===== src/rtl/core/cds_pkg.sv =====
`default_nettype none

package cds_pkg;

  localparam int DATE_W = 27;
  localparam int YEAR_W = 14;
  localparam int HALF_W = 7;   // century or year-of-century, 0..99
  localparam int MON_W  = 4;
  localparam int DAY_W  = 5;

  // item kinds
  localparam logic KIND_LOAD    = 1'b0;
  localparam logic KIND_ADVANCE = 1'b1;

  // result status codes
  localparam logic [1:0] STAT_DATE     = 2'd0;
  localparam logic [1:0] STAT_LOAD_OK  = 2'd1;
  localparam logic [1:0] STAT_LOAD_REJ = 2'd2;

  // reciprocal of 10000 scaled by 2**40, rounded down (quotient may be one low)
  localparam logic [DATE_W-1:0] RECIP_10K   = 27'd109951162;
  localparam int                RECIP_10K_S = 40;
  // reciprocal of 100 scaled by 2**19, rounded up (exact below 43690)
  localparam logic [12:0]       RECIP_100   = 13'd5243;
  localparam int                RECIP_100_S = 19;

  localparam logic [YEAR_W-1:0] YEAR_MAX = 14'd9999;

  // reset date 2000-01-01
  localparam logic [HALF_W-1:0] RST_CENT = 7'd20;
  localparam logic [HALF_W-1:0] RST_YOC  = 7'd0;
  localparam logic [MON_W-1:0]  RST_MON  = 4'd1;
  localparam logic [DAY_W-1:0]  RST_DAY  = 5'd1;

  // decoupling queue between front and back
  localparam int QDEPTH = 4;
  localparam int QPTR_W = $clog2(QDEPTH);
  localparam int QCNT_W = $clog2(QDEPTH + 1);

  typedef struct packed {
    logic              kind;
    logic              ok;      // load fields passed the range checks
    logic [HALF_W-1:0] cent;
    logic [HALF_W-1:0] yoc;
    logic [MON_W-1:0]  mon;
    logic [DAY_W-1:0]  day;
  } cds_item_t;

endpackage

`default_nettype wire


===== src/rtl/core/cds_front.sv =====
`default_nettype none

module cds_front
  import cds_pkg::*;
(
  input  wire logic              clk,
  input  wire logic              rst,
  input  wire logic              in_valid,
  output logic                   in_ready,
  input  wire logic              kind,
  input  wire logic [DATE_W-1:0] start_date,
  input  wire logic              q_full,
  output logic                   push,
  output cds_item_t              push_item
);

  logic en;

  // stage 1: captured item
  logic              s1_valid;
  logic              s1_kind;
  logic [DATE_W-1:0] s1_date;
  // stage 2: estimated year
  logic              s2_valid;
  logic              s2_kind;
  logic [DATE_W-1:0] s2_date;
  logic [YEAR_W-1:0] s2_qest;
  // stage 3: exact year and month-day remainder
  logic              s3_valid;
  logic              s3_kind;
  logic [YEAR_W-1:0] s3_year;
  logic [YEAR_W-1:0] s3_rem;
  // stage 4: hundreds of both
  logic              s4_valid;
  logic              s4_kind;
  logic [YEAR_W-1:0] s4_year;
  logic [YEAR_W-1:0] s4_rem;
  logic [7:0]        s4_cent;
  logic [7:0]        s4_mon;

  logic [2*DATE_W-1:0] prod1;
  logic [2*YEAR_W-1:0] prod2;
  logic [2*YEAR_W-1:0] rem_wide;
  logic                rem_over;
  logic [26:0]         prod_yc;
  logic [26:0]         prod_rm;
  logic [14:0]         cent_x100;
  logic [14:0]         mon_x100;
  logic [YEAR_W-1:0]   yoc_full;
  logic [YEAR_W-1:0]   day_full;
  logic                load_ok;

  // hold the whole pipe while the last stage has nowhere to go
  assign en       = !(s4_valid && q_full);
  assign in_ready = en;
  assign push     = s4_valid && en;

  assign prod1    = s1_date * RECIP_10K;
  assign prod2    = s2_qest * YEAR_W'(10000);
  assign rem_wide = {1'b0, s2_date} - prod2;
  assign rem_over = rem_wide >= 28'd10000;
  assign prod_yc  = s3_year * RECIP_100;
  assign prod_rm  = s3_rem * RECIP_100;

  assign cent_x100 = s4_cent * 7'd100;
  assign mon_x100  = s4_mon * 7'd100;
  assign yoc_full  = s4_year - cent_x100[YEAR_W-1:0];
  assign day_full  = s4_rem - mon_x100[YEAR_W-1:0];

  always_comb begin
    load_ok = (s4_year <= YEAR_MAX)
           && (s4_mon inside {[8'd1:8'd12]})
           && (day_full inside {[14'd1:14'd31]});
    push_item.kind = s4_kind;
    push_item.ok   = load_ok;
    push_item.cent = s4_cent[HALF_W-1:0];
    push_item.yoc  = yoc_full[HALF_W-1:0];
    push_item.mon  = s4_mon[MON_W-1:0];
    push_item.day  = day_full[DAY_W-1:0];
  end

  always_ff @(posedge clk) begin
    if (rst) begin
      s1_valid <= 1'b0;
      s2_valid <= 1'b0;
      s3_valid <= 1'b0;
      s4_valid <= 1'b0;
    end else if (en) begin
      s1_valid <= in_valid;
      s2_valid <= s1_valid;
      s3_valid <= s2_valid;
      s4_valid <= s3_valid;
    end
  end

  always_ff @(posedge clk) begin
    if (en) begin
      s1_kind <= kind;
      s1_date <= start_date;

      s2_kind <= s1_kind;
      s2_date <= s1_date;
      s2_qest <= prod1[RECIP_10K_S +: YEAR_W];

      // estimate is exact or one low: correct it once
      s3_kind <= s2_kind;
      s3_year <= s2_qest + YEAR_W'(rem_over);
      s3_rem  <= rem_over ? YEAR_W'(rem_wide - 28'd10000) : rem_wide[YEAR_W-1:0];

      s4_kind <= s3_kind;
      s4_year <= s3_year;
      s4_rem  <= s3_rem;
      s4_cent <= prod_yc[RECIP_100_S +: 8];
      s4_mon  <= prod_rm[RECIP_100_S +: 8];
    end
  end

endmodule

`default_nettype wire


===== src/rtl/core/cds_queue.sv =====
`default_nettype none

module cds_queue
  import cds_pkg::*;
(
  input  wire logic      clk,
  input  wire logic      rst,
  input  wire logic      push,
  input  wire cds_item_t push_item,
  output logic           full,
  output logic           q_valid,
  output cds_item_t      q_item,
  input  wire logic      pop
);

  cds_item_t         slots [QDEPTH];
  logic [QPTR_W-1:0] wr_ptr;
  logic [QPTR_W-1:0] rd_ptr;
  logic [QCNT_W-1:0] count;

  assign full    = count == QCNT_W'(QDEPTH);
  assign q_valid = count != '0;
  assign q_item  = slots[rd_ptr];

  always_ff @(posedge clk) begin
    if (rst) begin
      wr_ptr <= '0;
      rd_ptr <= '0;
      count  <= '0;
    end else begin
      if (push) wr_ptr <= wr_ptr + 1'b1;
      if (pop)  rd_ptr <= rd_ptr + 1'b1;
      if (push && !pop)      count <= count + 1'b1;
      else if (pop && !push) count <= count - 1'b1;
    end
  end

  always_ff @(posedge clk) begin
    if (push) slots[wr_ptr] <= push_item;
  end

endmodule

`default_nettype wire


===== src/rtl/core/cds_back.sv =====
`default_nettype none

module cds_back
  import cds_pkg::*;
(
  input  wire logic              clk,
  input  wire logic              rst,
  input  wire logic              q_valid,
  input  wire cds_item_t         q_item,
  output logic                   pop,
  output logic                   out_valid,
  input  wire logic              out_ready,
  output logic [DATE_W-1:0]      date_out,
  output logic [1:0]             status
);

  logic [HALF_W-1:0] cent;
  logic [HALF_W-1:0] yoc;
  logic [MON_W-1:0]  mon;
  logic [DAY_W-1:0]  day;

  logic              leap;
  logic [DAY_W-1:0]  mon_len;
  logic              day_roll;
  logic              mon_roll;
  logic              yoc_roll;
  logic [DATE_W-1:0] packed_date;

  assign pop = q_valid && (!out_valid || out_ready);

  always_comb begin
    leap = (yoc[1:0] == 2'd0) && ((yoc != '0) || (cent[1:0] == 2'd0));
    if (mon == MON_W'(2))        mon_len = leap ? DAY_W'(29) : DAY_W'(28);
    else if (mon[0] ^ mon[3])    mon_len = DAY_W'(31);
    else                         mon_len = DAY_W'(30);
    day_roll = day >= mon_len;
    mon_roll = mon == MON_W'(12);
    yoc_roll = yoc == HALF_W'(99);
    packed_date = DATE_W'(cent) * DATE_W'(1000000) + DATE_W'(yoc) * DATE_W'(10000)
                + DATE_W'(mon) * DATE_W'(100) + DATE_W'(day);
  end

  always_ff @(posedge clk) begin
    if (rst) begin
      out_valid <= 1'b0;
      cent      <= RST_CENT;
      yoc       <= RST_YOC;
      mon       <= RST_MON;
      day       <= RST_DAY;
    end else begin
      if (pop)            out_valid <= 1'b1;
      else if (out_ready) out_valid <= 1'b0;

      if (pop && q_item.kind == KIND_LOAD && q_item.ok) begin
        cent <= q_item.cent;
        yoc  <= q_item.yoc;
        mon  <= q_item.mon;
        day  <= q_item.day;
      end else if (pop && q_item.kind == KIND_ADVANCE) begin
        if (!day_roll) begin
          day <= day + 1'b1;
        end else begin
          day <= DAY_W'(1);
          if (!mon_roll) begin
            mon <= mon + 1'b1;
          end else begin
            mon <= MON_W'(1);
            if (!yoc_roll) begin
              yoc <= yoc + 1'b1;
            end else begin
              yoc  <= '0;
              cent <= (cent == HALF_W'(99)) ? '0 : cent + 1'b1;
            end
          end
        end
      end
    end
  end

  always_ff @(posedge clk) begin
    if (pop) begin
      if (q_item.kind == KIND_ADVANCE) begin
        date_out <= packed_date;
        status   <= STAT_DATE;
      end else begin
        date_out <= '0;
        status   <= q_item.ok ? STAT_LOAD_OK : STAT_LOAD_REJ;
      end
    end
  end

endmodule

`default_nettype wire


===== src/rtl/core/calendar_date_stepper.sv =====
// Gregorian date stepper. Send kind=0 with start_date as decimal yyyymmdd to
// load a date (status 1), or get status 2 with no change when the month is
// outside 1..12, the day outside 1..31 or the year above 9999. Send kind=1 to
// receive the held date in date_out (status 0) and step it one day; a day too
// large for its month is returned once and then rolls to the first of the
// next month, and 9999-12-31 wraps to year 0. After reset the date is
// 2000-01-01. Throughput is one item per clock with out_ready high; an item
// passes through the four decode stages, the queue and the output register
// on its way to the result. The input side stalls only when the last decode
// stage holds an item and the four-entry queue is full.
`default_nettype none

module calendar_date_stepper
  import cds_pkg::*;
(
  input  wire logic              clk,
  input  wire logic              rst,
  input  wire logic              in_valid,
  output logic                   in_ready,
  input  wire logic              kind,
  input  wire logic [DATE_W-1:0] start_date,
  output logic                   out_valid,
  input  wire logic              out_ready,
  output logic [DATE_W-1:0]      date_out,
  output logic [1:0]             status
);

  logic      push;
  cds_item_t push_item;
  logic      q_full;
  logic      q_valid;
  cds_item_t q_item;
  logic      pop;

  // Front: split the packed decimal date into century, year of century,
  // month and day, and classify each load as good or rejected.
  cds_front u_front (
    .clk        (clk),
    .rst        (rst),
    .in_valid   (in_valid),
    .in_ready   (in_ready),
    .kind       (kind),
    .start_date (start_date),
    .q_full     (q_full),
    .push       (push),
    .push_item  (push_item)
  );

  // Queue: absorb decoded items so the front keeps moving while results
  // wait to be taken.
  cds_queue u_queue (
    .clk       (clk),
    .rst       (rst),
    .push      (push),
    .push_item (push_item),
    .full      (q_full),
    .q_valid   (q_valid),
    .q_item    (q_item),
    .pop       (pop)
  );

  // Back: hold the date, apply loads, emit and advance, and drive the
  // output register.
  cds_back u_back (
    .clk       (clk),
    .rst       (rst),
    .q_valid   (q_valid),
    .q_item    (q_item),
    .pop       (pop),
    .out_valid (out_valid),
    .out_ready (out_ready),
    .date_out  (date_out),
    .status    (status)
  );

endmodule

`default_nettype wire


===== config.mk =====
export PLATFORM = sky130hd
export DESIGN_NAME = calendar_date_stepper
export DESIGN_NICKNAME = d
export VERILOG_FILES = /design/src/rtl/core/cds_pkg.sv /design/src/rtl/core/cds_front.sv /design/src/rtl/core/cds_queue.sv /design/src/rtl/core/cds_back.sv /design/src/rtl/core/calendar_date_stepper.sv
export SDC_FILE = /design/constraint.sdc
export NUM_CORES = 2
export LEC_CHECK = 0
export ABC_AREA = 1
export ABC_CLOCK_PERIOD_IN_PS = 5600
export BUFFER_PORTS_ARGS = -buffer_cell sky130_fd_sc_hd__buf_2
export CELL_PAD_IN_SITES_DETAIL_PLACEMENT = 0
export CELL_PAD_IN_SITES_GLOBAL_PLACEMENT = 1
export CORE_UTILIZATION = 45
export DETAILED_ROUTE_END_ITERATION = 12
export PLACE_DENSITY = 0.77
export SLEW_MARGIN = 20
export SYNTH_ARGS = -nofsm -noshare
export SYNTH_HDL_FRONTEND = slang
export SYNTH_SLANG_ARGS = --single-unit
export TNS_END_PERCENT = 5

===== constraint.sdc =====
create_clock -name clk -period 5.6 [get_ports clk]
set_input_delay 0.28 -clock clk [delete_from_list [all_inputs] [get_ports clk]]
set_output_delay 0.28 -clock clk [all_outputs]
set_load 0.02 [all_outputs]

# Word-level counts from Yosys, hierarchy flattened
# Memory sizes are Yosys's and may differ from the RTL's. A register that Yosys moved wholly into a read port is not among the register bits.
# Cells that the tools add are included.
# W data, S select, Z words.
dict set report word_totals {
  ff_bits 208
  mem_bits_rw 100
  output_inout_bits 31
  elab_cells 130
  mem_count 1
}
# name words word_bits rd rd_clocked_by_memory_dff wr line
set mem_list {}
lappend mem_list {u_queue.slots 4 25 1 1 1 cds_queue.sv:16} ;# cds_item_t slots [QDEPTH];
dict set report op_classes {
  addsub 16
  mul 9
  n_lt_le_gt_ge 7
  n_eq_ne 5
  n_mux 31
  n_bitwise 2
  n_reduce_logical 32
}
# op n
set op_table {}
lappend op_table {{$mux W7} 11}
lappend op_table {{$mul A14 B13 Y27 const B} 2}
lappend op_table {{$mul A27 B26 Y53 const B} 1}
lappend op_table {{$ge A28 B14 Y1 const B} 1}
lappend op_table {{$sub A27 B28 Y28} 1}
lappend op_table {{$add A27 B11 Y27} 1}
lappend op_table {{$add A27 B21 Y27} 1}
lappend op_table {{$add A27 B5 Y27} 1}
lappend op_table {{$mul A14 B10 Y24 const B} 1}
lappend op_table {{$mul A7 B14 Y21 const B} 1}
lappend op_table {{$mux W5} 4}
lappend op_table {{$mul A7 B10 Y17 const B} 1}
lappend op_table {{$mux W4} 4}
lappend op_table {{$add A14 B1 Y14} 1}
lappend op_table {{$add A7 B1 Y7 const B} 2}
lappend op_table {{$eq A7 B7 Y1 const B} 2}
lappend op_table {{$ge A14 B1 Y1 const B} 1}
lappend op_table {{$le A14 B14 Y1 const B} 1}
lappend op_table {{$le A14 B5 Y1 const B} 1}
lappend op_table {{$mux W14} 1}
lappend op_table {{$sub A14 B14 Y14} 1}
lappend op_table {{$sub A14 B14 Y14 const B} 1}
lappend op_table {{$logic_and A1 B1 Y1} 13}
lappend op_table {{$mul A8 B5 Y12 const B} 1}
lappend op_table {{other kinds (28)} 47}

# Longest topological paths before layout
dict set report logic_depth {
  ltp_word 9
  mapped_depth 41
  ltp_nobuf 41
}

# Hierarchy
# Synthesis repeated with hierarchy kept, for this count alone.
dict set report unflattened {
  cells_unflattened 4545
  area_unflattened_um2 41910.2
}
# mod instances cells_per_inst area_each_um2 seq_area_each_um2
set by_module_without_submodules {}
lappend by_module_without_submodules {cds_front 1 3339 30740.7 4374.2}
lappend by_module_without_submodules {cds_back 1 905 6907.9 1351.3}
lappend by_module_without_submodules {cds_queue 1 301 4261.6 3183.1}

# Worst setup path after synthesis
# Ideal clock, no wire load.
dict set report synth_path {
  path_kind {register -> register}
  startpoint {register u_front.s2_qest[4]}
  endpoint {register u_front.s3_year[12], data pin}
  setup_time_ns 0.263
  t_arrival_ns 5.942
  setup_slack_ns -0.605
  path_stages_with_launch 37
  path_cell_list {edfxtp_1 > inv_1 > fa_1 > inv_1 > ha_1 > inv_1 > fa_1 > inv_1 > ha_1 > inv_1 > fa_1 > inv_1 > ha_1 > nand2_1 > nor2_1 > nand2_1 > o211ai_1 > nor2_1 > o21bai_1 > nand2_1 > nand2_1 > xor2_1 > ha_1 > nand2_1 > nor3_1 > nand3_1 > nand3_1 > xor2_1 > inv_1 > nor2_1 > nand2_1 > ha_1 > ha_1 > nand4_1 > inv_1 > nand3_1 > xor2_1}
}
dict set report synth_via {
  elab_chain_len 4
}
# element line
set synth_rtl {}
lappend synth_rtl {{start: declaration} cds_front.sv:27} ;# logic [YEAR_W-1:0] s2_qest;
lappend synth_rtl {{start signal: assignment} cds_front.sv:103} ;# s2_qest <= prod1[RECIP_10K_S +: YEAR_W];
lappend synth_rtl {{$mul A14 B10 Y24} cds_front.sv:59} ;# assign prod2 = s2_qest * YEAR_W'(10000);
lappend synth_rtl {{$sub A27 B28 Y28} cds_front.sv:60} ;# assign rem_wide = {1'b0, s2_date} - prod2;
lappend synth_rtl {{$ge A28 B14 Y1} cds_front.sv:61} ;# assign rem_over = rem_wide >= 28'd10000;
lappend synth_rtl {{$add A14 B1 Y14 (*)} cds_front.sv:107} ;# s3_year <= s2_qest + YEAR_W'(rem_over);
lappend synth_rtl {{end signal: assignment} cds_front.sv:107}
lappend synth_rtl {{end: declaration} cds_front.sv:31} ;# logic [YEAR_W-1:0] s3_year;
# Every way passes the cells marked *; elsewhere a longest branch is shown, timed or not.
# A chain may end at the register's enable or synchronous reset.

# Worst setup path after layout
dict set report layout_path {
  startpoint {register u_front.s2_qest[5]}
  endpoint {register u_front.s3_year[12], data pin}
}
# Same word-level chain as after synthesis.

==> results.ini <==
[clock_network]
tritoncts=done
cts_root_buf=clkbuf_16
clk_pin_slew_worst_paths_ns=0.06
h-tree-depth=2
clockBufferDepth=3
clock_latency_ns=0.60
cts_sinks=309
numCtsBuffers=39

[sta]
finalWorstSetupSlack_ns=-0.6466
clock_skew_ns=0.02539
rsz0062_at_grt=yes
setup_tns_ns=-17.36
post-route-period-util=1.115
finalCriticalPeriod_ns=6.247
hold_viol_final=0
setup_viol=38
relSlewSlack=0.3819
tightest_slew_ns=0.9175
fmax_ghz=0.1601
slew_viol_final=0

[place]
postPlaceCellArea_um2=45880
gp_congestion=0.9210
hpwl_um=84360
port_buffers=62

[critical_path]
required_ns=5.95
critPathKind=reg -> reg
slowest_delay_ns=0.55
cp-end-kind=register
reg2reg_to=u_front.s3_year[12]$_DFFE_PN_
cp_max_fo=4
r2r_start=u_front.s2_qest[5]$_DFFE_PN_
crit_path_start_kind=register
cpMostUsedCell=inv_2
endpoint=u_front.s3_year[12]$_DFFE_PN_
r2r_cells=36
rrSetupSlack_ns=-0.65
startpoint=u_front.s2_qest[5]$_DFFE_PN_
cp_slowest_cell=fa_1
arrival_ns=6.59

[die]
die-area_um2=93230
initial_core_util=0.4572
num_rows=110
fp.dieW_um=305.3
core_um2=90560
die_height_um=305.3
io_pins=63

[routing]
antenna_left=0
drcViolationCount=0
dr.pass1.iters=5
wirelength_um=99430
drt_iter0_drc=1434
vias_per_cell=4.912
vias=30220
wire_per_inst_um=16.16

[logic_synthesis]
yosysTopAreaCell=fa_1
synth_top_area_share=0.2359
ys_ff_latch=309
synth_area_leaders=fa_1 24%, ha_1 23%, edfxtp_1 20%, inv_1 11%, nand2_1 4.7%
ys.flop_type=edfxtp_1
yosysMostFrequentCell=inv_1
netlist_area_um2=41410
synth_edf_count=272
yosysSeqAreaShare=0.2151
synthCells=4465
synth_cell_type_count=56
synthTopCellsByCount=1184 x inv_1, 772 x ha_1, 523 x nand2_1, 488 x fa_1, 272 x edfxtp_1
ys_warn_count=0
synth.avg_cell_area_um2=9.274
synth-async-reset-ratio=0
syn_nets=5757

[layout]
nFillCells=8327
area_growth_syn_to_layout_pct=16.42
final_area_um2=48210
nNetsFinal=6238
drive_gt1_frac=0.1328
diodes=0

[grt]
grt_first_pass_wirelength_um=165100
grt_antenna_before_repair=0
grt_max_degree=63
gr-total-overflow=0
first_global_vias=31890
grt_use_total=0.2221

[run]
maxCapViolCount=0

[outcome]
status=complete, but fails checks
violations=setup timing

[hold_path]
min_path_type=in -> reg

per-stage QoR:
stage | instances | util | hold slack, ns | setup WS (ns)
2_1_floorplan | 4465 | - | 0.3491 | -0.2992
3_3_place_gp | 6032 | 0.5066 | 0.4171 | -0.6499
3_5_place_dp | 6032 | 0.5066 | 0.4248 | -0.7265
4_1_cts | 6149 | 0.5300 | 0.02382 | -0.6000
5_1_grt | 6152 | 0.5323 | 0.1178 | -1.035
6_report | 6152 | 0.5323 | 0.07326 | -0.6466
layout by cell type, fill, tap and decap left out, drive strengths merged, types with 12 or more instances in the layout:
| master | count |
|---|---|
| inv | 1194 |
| dfxtp | 37 |
| a21o | 19 |
| clkbuf | 47 |
| xnor2 | 37 |
| fa | 488 |
| a31oi | 25 |
| buf | 438 |
| nand3 | 107 |
| edfxtp | 272 |
| o211ai | 22 |
| o21bai | 19 |
| o21ai | 193 |
| nor3 | 30 |
| a21oi | 248 |
| clkinv | 12 |
| nor2 | 228 |
| dlygate4sd3 | 30 |
| ha | 772 |
| nand4 | 42 |
| nand2 | 529 |
| o22ai | 17 |
| xor2 | 94 |
cell type report:
type / count / area, um^2 / share of cell area
Clock buffer: 47 / 1046 / 0.02170
Clock inverter: 24 / 361.6 / 0.007501
Inverter: 1191 / 4473 / 0.09279
Multi-Input combinational cell: 2937 / 28470 / 0.5907
Sequential cell: 309 / 8911 / 0.1849
Tap cell: 1176 / 1471 / 0.03052
Timing Repair Buffer: 468 / 3470 / 0.07198
cells by family (layout without fill, tap and decap cells):
| logic type | after synthesis | after routing | synth area share |
|---|---|---|---|
| adder cells (fa/ha/maj) | 1260 | 1260 | 0.4692 |
| XOR/XNOR | 131 | 131 | 0.02771 |
| flip-flops | 309 | 309 | 0.2151 |
| AO/OA/AOI/OAI | 588 | 588 | 0.07989 |
| buffers and inverters | 1219 | 1730 | 0.1115 |
| AND/OR/NAND/NOR | 958 | 958 | 0.09657 |
sequential cells by signal, summed over array words and instances (netlist names), 27 cells and up, named ones only:
| name | flops |
|---|---|
| u_front.s1_date | 27 |
| u_queue.slots | 100 |
| u_back.date_out | 27 |
| u_front.s2_date | 27 |
how the worst min path moves through the flow:
stage                                   start                             to  depth (start not counted)
finish                              out_ready  u_back.out_valid$_SDFFE_PP0P_                          4
global route                        out_ready  u_back.out_valid$_SDFFE_PP0P_                          4
CTS                                 out_ready  u_back.out_valid$_SDFFE_PP0P_                          4
detailed placement  u_front.s1_kind$_DFFE_PN_      u_front.s2_kind$_DFFE_PN_                          0
global placement    u_front.s2_kind$_DFFE_PN_      u_front.s3_kind$_DFFE_PN_                          0
floorplan                                 rst     u_back.yoc[6]$_SDFFE_PP0P_                          1
metal layers:
metal	routed length [um]	track usage	up-vias
met1	45520	0.2883	14520
li1	-	-	15220
met3	2500	0.02177	122
met5	0	0	-
met2	49140	0.3946	359
met4	2272	0.05680	0
critical path: cells and delay by family, from the launching register on:
kind,cells,cell delay [ns]
xor gates and xnor gates,3,0.53
buffers and inverters,8,0.46
DFF,1,0.36
AOI/OAI and AO/OA,5,0.74
and+or+nand+nor,11,0.91
adders and majority gates,9,2.98
timing repair:
item                                   4_1_cts  5_1_grt
endpoints found under the hold margin       35        0
setup buffers                               16        3
pin swaps                                   47       31
setup endpoints to repair                   41       43
hold buffers                                30        0
resized for setup                           81       48
Power is not shown: default switching activity piles up to over one toggle a cycle in this logic, so the estimate is an artifact.
